--- src/rtl/hsv_pkg.sv ---
// Shared constants, codes and stage payload types for the HSV to RGB converter.
`default_nettype none

package hsv_pkg;

   localparam int HUE_W       = 9;
   localparam int CHAN_W      = 8;
   localparam int FRAC_W      = 6;
   localparam int CSR_INDEX_W = 2;
   localparam int CSR_DATA_W  = 8;

   localparam int SECTOR_DEG  = 60;
   localparam int FULL_SCALE  = 255;
   localparam int FRAC_SCALE  = SECTOR_DEG * FULL_SCALE;

   // Hue div 60 as a multiply by 1093 / 2^16, exact for every 9-bit hue.
   localparam int HUE_RECIP       = 1093;
   localparam int HUE_RECIP_SHIFT = 16;
   localparam int HUE_PROD_W      = 20;
   localparam int HUE_QUOT_W      = 4;

   // Division by 15300 as a multiply by ceil(2^36 / 15300), exact below 2^22.
   localparam int FRAC_RECIP       = 4491470;
   localparam int FRAC_RECIP_SHIFT = 36;
   localparam int NUM_W            = 14;
   localparam int MUL_W            = 22;
   localparam int RECIP_PROD_W     = 45;
   localparam int P_MUL_W          = 16;

   localparam logic [CSR_INDEX_W-1:0] CSR_SATURATION = 2'd0;
   localparam logic [CSR_INDEX_W-1:0] CSR_BRIGHTNESS = 2'd1;

   typedef enum logic [2:0] {
      SECT_RED_YELLOW   = 3'd0,
      SECT_YELLOW_GREEN = 3'd1,
      SECT_GREEN_CYAN   = 3'd2,
      SECT_CYAN_BLUE    = 3'd3,
      SECT_BLUE_MAGENTA = 3'd4,
      SECT_MAGENTA_RED  = 3'd5
   } hsv_sector_type;

   typedef struct packed {
      hsv_sector_type    sector;
      logic [FRAC_W-1:0] frac;
   } hsv_angle_type;

   typedef struct packed {
      hsv_sector_type    sector;
      logic [CHAN_W-1:0] level_p;
      logic [CHAN_W-1:0] level_q;
      logic [CHAN_W-1:0] level_t;
   } hsv_level_type;

endpackage

`default_nettype wire

--- src/rtl/hsv_sector.sv ---
// First pipeline stage: splits the hue into a sector and a position within it.
`default_nettype none

module hsv_sector
   import hsv_pkg::*;
(
   input  wire logic             clock,
   input  wire logic             reset,
   input  wire logic             in_valid,
   input  wire logic [HUE_W-1:0] in_hue,
   output logic                  in_ready,
   output logic                  out_valid,
   output hsv_angle_type         out_angle,
   input  wire logic             out_ready
);

   logic [HUE_PROD_W-1:0] quot_prod;
   logic [HUE_QUOT_W-1:0] quot;
   logic [HUE_QUOT_W-1:0] sect_wrap;
   logic [HUE_W:0]        base;
   logic [HUE_W:0]        remain;
   logic                  vld_ff;
   logic                  vld_in;
   hsv_angle_type         angle_ff;
   hsv_angle_type         angle_in;

   always_comb begin
      quot_prod = HUE_PROD_W'(in_hue) * HUE_PROD_W'(HUE_RECIP);
      quot      = quot_prod[HUE_RECIP_SHIFT +: HUE_QUOT_W];
      base      = (HUE_W+1)'(quot) * (HUE_W+1)'(SECTOR_DEG);
      remain    = (HUE_W+1)'(in_hue) - base;
      if (quot >= HUE_QUOT_W'(6)) begin
         sect_wrap = quot - HUE_QUOT_W'(6);
      end else begin
         sect_wrap = quot;
      end
      angle_in.sector = hsv_sector_type'(sect_wrap[2:0]);
      angle_in.frac   = remain[FRAC_W-1:0];
   end

   assign in_ready  = !vld_ff || out_ready;
   assign vld_in    = in_ready ? in_valid : vld_ff;
   assign out_valid = vld_ff;
   assign out_angle = angle_ff;

   always_ff @(posedge clock) begin
      if (reset) begin
         vld_ff <= 1'b0;
      end else begin
         vld_ff <= vld_in;
      end
      if (in_ready && in_valid) begin
         angle_ff <= angle_in;
      end
   end

endmodule

`default_nettype wire

--- src/rtl/hsv_scale.sv ---
// Three pipeline stages that form the p, q and t levels from saturation and brightness.
`default_nettype none

module hsv_scale
   import hsv_pkg::*;
(
   input  wire logic              clock,
   input  wire logic              reset,
   input  wire logic [CHAN_W-1:0] saturation,
   input  wire logic [CHAN_W-1:0] brightness,
   input  wire logic              in_valid,
   input  wire hsv_angle_type     in_angle,
   output logic                   in_ready,
   output logic                   out_valid,
   output hsv_level_type          out_level,
   input  wire logic              out_ready
);

   // Stage A: numerators.
   logic                rdy_a;
   logic                vld_a_ff;
   hsv_sector_type      sect_a_ff;
   logic [NUM_W-1:0]    num_q_a_ff;
   logic [NUM_W-1:0]    num_t_a_ff;
   logic [CHAN_W-1:0]   num_p_a_ff;
   logic [NUM_W-1:0]    num_q_a_in;
   logic [NUM_W-1:0]    num_t_a_in;
   logic [CHAN_W-1:0]   num_p_a_in;
   logic [FRAC_W:0]     rest_frac;

   // Stage B: products with the brightness.
   logic                rdy_b;
   logic                vld_b_ff;
   hsv_sector_type      sect_b_ff;
   logic [MUL_W-1:0]    mul_q_b_ff;
   logic [MUL_W-1:0]    mul_t_b_ff;
   logic [P_MUL_W-1:0]  mul_p_b_ff;

   // Stage C: scaled-down levels.
   logic                rdy_c;
   logic                vld_c_ff;
   hsv_level_type       level_c_ff;
   hsv_level_type       level_c_in;
   logic [RECIP_PROD_W-1:0] recip_q;
   logic [RECIP_PROD_W-1:0] recip_t;
   logic [P_MUL_W:0]        p_sum;

   assign rdy_c = !vld_c_ff || out_ready;
   assign rdy_b = !vld_b_ff || rdy_c;
   assign rdy_a = !vld_a_ff || rdy_b;

   assign in_ready  = rdy_a;
   assign out_valid = vld_c_ff;
   assign out_level = level_c_ff;

   always_comb begin
      rest_frac  = (FRAC_W+1)'(SECTOR_DEG) - (FRAC_W+1)'(in_angle.frac);
      num_q_a_in = NUM_W'(FRAC_SCALE) - NUM_W'(in_angle.frac) * NUM_W'(saturation);
      num_t_a_in = NUM_W'(FRAC_SCALE) - NUM_W'(rest_frac) * NUM_W'(saturation);
      num_p_a_in = CHAN_W'(FULL_SCALE) - saturation;
   end

   always_comb begin
      recip_q = RECIP_PROD_W'(mul_q_b_ff) * RECIP_PROD_W'(FRAC_RECIP);
      recip_t = RECIP_PROD_W'(mul_t_b_ff) * RECIP_PROD_W'(FRAC_RECIP);
      // Division by 255 of a value no larger than 255 * 255.
      p_sum   = (P_MUL_W+1)'(mul_p_b_ff) + (P_MUL_W+1)'(mul_p_b_ff[P_MUL_W-1:CHAN_W])
                + (P_MUL_W+1)'(1);
      level_c_in.sector  = sect_b_ff;
      level_c_in.level_q = recip_q[FRAC_RECIP_SHIFT +: CHAN_W];
      level_c_in.level_t = recip_t[FRAC_RECIP_SHIFT +: CHAN_W];
      level_c_in.level_p = p_sum[CHAN_W +: CHAN_W];
   end

   always_ff @(posedge clock) begin
      if (reset) begin
         vld_a_ff <= 1'b0;
         vld_b_ff <= 1'b0;
         vld_c_ff <= 1'b0;
      end else begin
         if (rdy_a) begin
            vld_a_ff <= in_valid;
         end
         if (rdy_b) begin
            vld_b_ff <= vld_a_ff;
         end
         if (rdy_c) begin
            vld_c_ff <= vld_b_ff;
         end
      end
      if (rdy_a && in_valid) begin
         sect_a_ff  <= in_angle.sector;
         num_q_a_ff <= num_q_a_in;
         num_t_a_ff <= num_t_a_in;
         num_p_a_ff <= num_p_a_in;
      end
      if (rdy_b && vld_a_ff) begin
         sect_b_ff  <= sect_a_ff;
         mul_q_b_ff <= MUL_W'(brightness) * MUL_W'(num_q_a_ff);
         mul_t_b_ff <= MUL_W'(brightness) * MUL_W'(num_t_a_ff);
         mul_p_b_ff <= P_MUL_W'(brightness) * P_MUL_W'(num_p_a_ff);
      end
      if (rdy_c && vld_b_ff) begin
         level_c_ff <= level_c_in;
      end
   end

endmodule

`default_nettype wire

--- src/rtl/hsv_to_rgb_converter.sv ---
// Top level of the HSV to RGB converter: configuration registers, pipeline and output routing.
//
// Each req_ beat carries a hue in whole degrees; each rsp_ beat carries the red,
// green and blue levels for one hue, in the order the hues arrived. Saturation
// (register 0) and brightness (register 1) are written through the csr_ port and
// apply to every later hue; writes to other indexes are ignored.
// The block is a five-stage pipeline: hue split, numerators, brightness products,
// reciprocal scaling and the output register that routes levels by sector. A
// result becomes valid once its hue has passed through every stage in that order,
// and one hue is accepted every cycle while the output is taken.
// The output register parts the channels: while rsp_stall is high the result is
// held, and empty stages behind it still fill, so req_stall rises only when every
// stage holds a beat. Nothing is lost or repeated under a stall.
// Reset empties the pipeline and sets both saturation and brightness to 255.
`default_nettype none

module hsv_to_rgb_converter
   import hsv_pkg::*;
(
   input  wire logic                   clock,
   input  wire logic                   reset,
   input  wire logic                   req_valid,
   output logic                        req_stall,
   input  wire logic [HUE_W-1:0]       req_hue_degrees,
   output logic                        rsp_valid,
   input  wire logic                   rsp_stall,
   output logic [CHAN_W-1:0]           rsp_red,
   output logic [CHAN_W-1:0]           rsp_green,
   output logic [CHAN_W-1:0]           rsp_blue,
   input  wire logic                   csr_write_enable,
   input  wire logic [CSR_INDEX_W-1:0] csr_index,
   input  wire logic [CSR_DATA_W-1:0]  csr_write_data
);

   logic [CHAN_W-1:0] saturation_ff;
   logic [CHAN_W-1:0] brightness_ff;

   logic              sector_ready;
   logic              angle_valid;
   hsv_angle_type     angle;
   logic              angle_ready;
   logic              level_valid;
   hsv_level_type     level;
   logic              out_ready;

   logic              out_vld_ff;
   logic [CHAN_W-1:0] red_ff;
   logic [CHAN_W-1:0] green_ff;
   logic [CHAN_W-1:0] blue_ff;
   logic [CHAN_W-1:0] red_in;
   logic [CHAN_W-1:0] green_in;
   logic [CHAN_W-1:0] blue_in;

   always_ff @(posedge clock) begin
      if (reset) begin
         saturation_ff <= CHAN_W'(FULL_SCALE);
         brightness_ff <= CHAN_W'(FULL_SCALE);
      end else if (csr_write_enable) begin
         if (csr_index == CSR_SATURATION) begin
            saturation_ff <= csr_write_data[CHAN_W-1:0];
         end
         if (csr_index == CSR_BRIGHTNESS) begin
            brightness_ff <= csr_write_data[CHAN_W-1:0];
         end
      end
   end

   hsv_sector u_sector (
      .clock     (clock),
      .reset     (reset),
      .in_valid  (req_valid),
      .in_hue    (req_hue_degrees),
      .in_ready  (sector_ready),
      .out_valid (angle_valid),
      .out_angle (angle),
      .out_ready (angle_ready)
   );

   hsv_scale u_scale (
      .clock      (clock),
      .reset      (reset),
      .saturation (saturation_ff),
      .brightness (brightness_ff),
      .in_valid   (angle_valid),
      .in_angle   (angle),
      .in_ready   (angle_ready),
      .out_valid  (level_valid),
      .out_level  (level),
      .out_ready  (out_ready)
   );

   assign req_stall = !sector_ready;
   assign out_ready = !out_vld_ff || !rsp_stall;

   always_comb begin
      case (level.sector)
         SECT_RED_YELLOW: begin
            red_in = brightness_ff; green_in = level.level_t; blue_in = level.level_p;
         end
         SECT_YELLOW_GREEN: begin
            red_in = level.level_q; green_in = brightness_ff; blue_in = level.level_p;
         end
         SECT_GREEN_CYAN: begin
            red_in = level.level_p; green_in = brightness_ff; blue_in = level.level_t;
         end
         SECT_CYAN_BLUE: begin
            red_in = level.level_p; green_in = level.level_q; blue_in = brightness_ff;
         end
         SECT_BLUE_MAGENTA: begin
            red_in = level.level_t; green_in = level.level_p; blue_in = brightness_ff;
         end
         default: begin
            red_in = brightness_ff; green_in = level.level_p; blue_in = level.level_q;
         end
      endcase
   end

   always_ff @(posedge clock) begin
      if (reset) begin
         out_vld_ff <= 1'b0;
      end else if (out_ready) begin
         out_vld_ff <= level_valid;
      end
      if (out_ready && level_valid) begin
         red_ff   <= red_in;
         green_ff <= green_in;
         blue_ff  <= blue_in;
      end
   end

   assign rsp_valid = out_vld_ff;
   assign rsp_red   = red_ff;
   assign rsp_green = green_ff;
   assign rsp_blue  = blue_ff;

endmodule

`default_nettype wire
--- config.mk ---
export PLATFORM = sky130hd
export DESIGN_NAME = hsv_to_rgb_converter
export DESIGN_NICKNAME = d
export VERILOG_FILES = /design/src/rtl/hsv_pkg.sv /design/src/rtl/hsv_sector.sv /design/src/rtl/hsv_scale.sv /design/src/rtl/hsv_to_rgb_converter.sv
export SDC_FILE = /design/constraint.sdc
export NUM_CORES = 2
export LEC_CHECK = 0
export BUFFER_PORTS_ARGS = -buffer_cell sky130_fd_sc_hd__clkbuf_2
export CAP_MARGIN = 25
export CELL_PAD_IN_SITES_DETAIL_PLACEMENT = 1
export CELL_PAD_IN_SITES_GLOBAL_PLACEMENT = 2
export CORE_MARGIN = 5
export CORE_UTILIZATION = 35
export DETAILED_ROUTE_END_ITERATION = 10
export GPL_ROUTABILITY_DRIVEN = 0
export HOLD_SLACK_MARGIN = 0.1
export MAX_ROUTING_LAYER = met4
export PLACE_DENSITY_LB_ADDON = 0.12
export SLEW_MARGIN = 20
export SYNTH_ARGS = -nofsm -noshare
export SYNTH_HDL_FRONTEND = slang
export SYNTH_SLANG_ARGS = --single-unit
--- constraint.sdc ---
create_clock -name clock -period 5.8 [get_ports clock]
set_input_delay 0.87 -clock clock [delete_from_list [all_inputs] [get_ports clock]]
set_output_delay 0.87 -clock clock [all_outputs]
set_load 0.02 [all_outputs]
==> flow_summary_export.csv <==
group,metric,value,unit
worst_setup_path,crit_fanout,4,
detailed_routing,drt_iter0_markers,786,
detailed_routing,vias,23300,
yosys,syn_inst,3335,
detailed_routing,via_per_inst,4.95,
yosys,synth_cell_types,80,
sta,tightest_slew,881,ps
yosys,synth.avg_cell_area,9.93,µm²
worst_setup_path,critPathCaptureType,"flip-flop",
detailed_routing,routed_wl,89600,µm
cts,root_buffer,"clkbuf_16",
worst_setup_path,cp.arrival,5990,ps
grt,grt_pass1_wl,146000,µm
sta,slew_headroom,0.412,
placement,hpwl,77100,µm
cts,clkTransAtPathRegs,80,ps
worst_setup_path,critPathKind,"reg2reg",
yosys,synth_edf_count,160,
cts,cts_tree,"done",
sta,setup_viol,0,
cells_and_area,layout-drive-gt1-share,0.0822,
floorplanning,die_x,318,µm
cts,clk_latency,490,ps
cells_and_area,n_fill_cell,10700,
worst_setup_path,crit_required,6100,ps
floorplanning,io_pins,50,
worst_hold_path,hold_class,"reg2reg",
yosys,ys.flop_type,"edfxtp_1",
yosys,syn_nets,4471,
sta,skew,19.7,ps
detailed_routing,drc,0,
cells_and_area,antenna_cells,0,
cells_and_area,syn2layout_area_growth,11.0,%
cells_and_area,post-route-util,0.393,
detailed_routing,avgRoutedWirePerCell,19.0,µm
floorplanning,initial_utilization,0.354,
yosys,synth.cell_area,0.0331,mm²
grt,antenna_found_initial,2,
cells_and_area,final_nets,4581,
sta,final.min_clock_period,5690,ps
floorplanning,rows,112,
floorplanning,fp.dieArea,0.101,mm²
grt,grt_pass1_vias,26700,
cts,cts.htree.levels,4,
outcome,outcome,"finished, final reports clean",
flow_run,timing.max_cap.violations,0,
sta,rsz0062_at_grt,"yes",
floorplanning,core_area,0.0936,mm²
grt,grt_usage,0.185,
sta,finalHoldViolations,0,
floorplanning,die_y,318,µm
cts,clockBufferDepth,2,
yosys,ys_warn_count,0,
worst_setup_path,cpPeakStageDelay,570,ps
placement,portBuffers,49,
detailed_routing,drt-pass1-iter-count,5,
yosys,synth_common_cells,"695 x inv_1, 644 x ha_1, 468 x fa_1",
worst_setup_path,setup.worst_path.start_class,"flip-flop",
grt,gr-total-overflow,0,
yosys,seq_area_frac_synth,0.158,
detailed_routing,postRouteAntennaNets,0,
cts,clock_sinks,181,
yosys,netlist_top_cells_area,"fa_1 28%, ha_1 24%, edfxtp_1 15%",
sta,fin_crit_sh,0.981,
sta,slew_viol_final,0,
yosys,yosysTopAreaCellShare,0.283,
yosys,synthArstFlopShare,0,
cts,cts_buffers,17,
sta,max_freq,0.176,GHz
sta,holdWs,425,ps
grt,grt_max_degree,63,
worst_setup_path,worst_path_max_delay_cell,"fa_1",
worst_setup_path,crit_chain,"buf_6, clkinvlp_4, ha_1, inv_1, ha_1, fa_1, ha_4, fa_2, fa_1, inv_1, fa_1, inv_1, ha_1, nand2_1, nor4_1, and4_1, a211oi_2, buf_4, nand2b_1, xor2_1",
yosys,ys_ff_latch,181,
yosys,synth.largest_area_cell,"fa_1",
yosys,synth.most_common_cell,"inv_1",
cells by family (layout without fill, tap and decap cells):
family          after synthesis  after routing  share of synthesized area
buf+inv                     766            888                     0.0869
simple gates                746            746                      0.113
xor+xnor                     97             97                     0.0261
mux                          12             12                    0.00363
fa+ha+maj                  1112           1112                      0.526
compound gates              421            421                     0.0867
flops                       181            181                      0.158
cell type report:
type | count | area [µm²] | share of cell area
Clock buffer | 18 | 429 | 0.0117
Timing Repair Buffer | 162 | 1170 | 0.0319
Inverter | 695 | 2620 | 0.0713
Clock inverter | 13 | 193 | 0.00524
Sequential cell | 181 | 5230 | 0.142
Multi-Input combinational cell | 2388 | 25500 | 0.695
Tap cell | 1254 | 1570 | 0.0427
per-stage QoR:
step	cell area, µm²	cells	setup slack (ps)	TNS [ps]
after floorplan	33100	3335	61.8	0
after global placement	35300	4648	-40.8	-40.8
after detailed placement	35400	4650	-57.8	-141
after CTS	36100	4687	-32.3	-38.1
after global routing	36800	4711	-44.7	-96.3
final	36800	4711	113	0
flip-flops by register name, summed over array words and instances (netlist names), 9 cells and up:
register	flops
u_sector.out_angle	9
u_scale.num_q_a_ff	13
u_scale.mul_t_b_ff	22
u_scale.num_t_a_ff	14
u_scale.out_level	27
u_scale.mul_p_b_ff	16
u_scale.mul_q_b_ff	21
worst max-delay path, delay by kind of cell, from the launching register on:
kind	cells	cell delay [ps]
xor gates and xnor gates	1	230
AOI/OAI and AO/OA	1	90
and+or+nand+nor	4	980
DFF	1	440
adders and majority gates	8	3140
buffers and inverters	6	610
placed cells by master, fill, tap and decap left out, drive strengths merged, types with 30 or more instances in the layout:
master  instances
a21o           50
a21oi         120
and2          212
buf           113
clkbuf         67
edfxtp        160
fa            468
ha            644
inv           698
nand2         248
nor2          119
nor3           34
o21ai          55
o22ai          30
xnor2          75
timing repair:
item | in CTS | in global routing
endpoints found under the setup margin | 6 | 13
hold buffers | 0 | 0
buffers inserted | 6 | 23
resized for setup | 14 | 65
pin swaps | 15 | 37
path summary, 6_finish.rpt:
kind | cells past startpoint | slack [ps] | to | start
worst min-delay path | 0 | 420 | u_scale.sect_a_ff[0] | u_sector.out_angle[6]
worst max register to register | 20 | 110 | u_scale.out_level[3] | u_scale.mul_t_b_ff[20]
worst min register to register | 0 | 420 | u_scale.sect_a_ff[0] | u_sector.out_angle[6]
worst max-delay path | 20 | 110 | u_scale.out_level[3] | u_scale.mul_t_b_ff[20]
per-layer routing:
metal	track usage	wire length, µm	up-vias
met4	0.0348	1230	0
met3	0.0168	1610	68
met2	0.314	43900	179
met5	-	0	-
met1	0.246	42800	11900
li1	-	-	11100
Power is left out: the tool's default activity adds up to more than one toggle a clock period on the data nets, which glitch-free logic cannot reach.
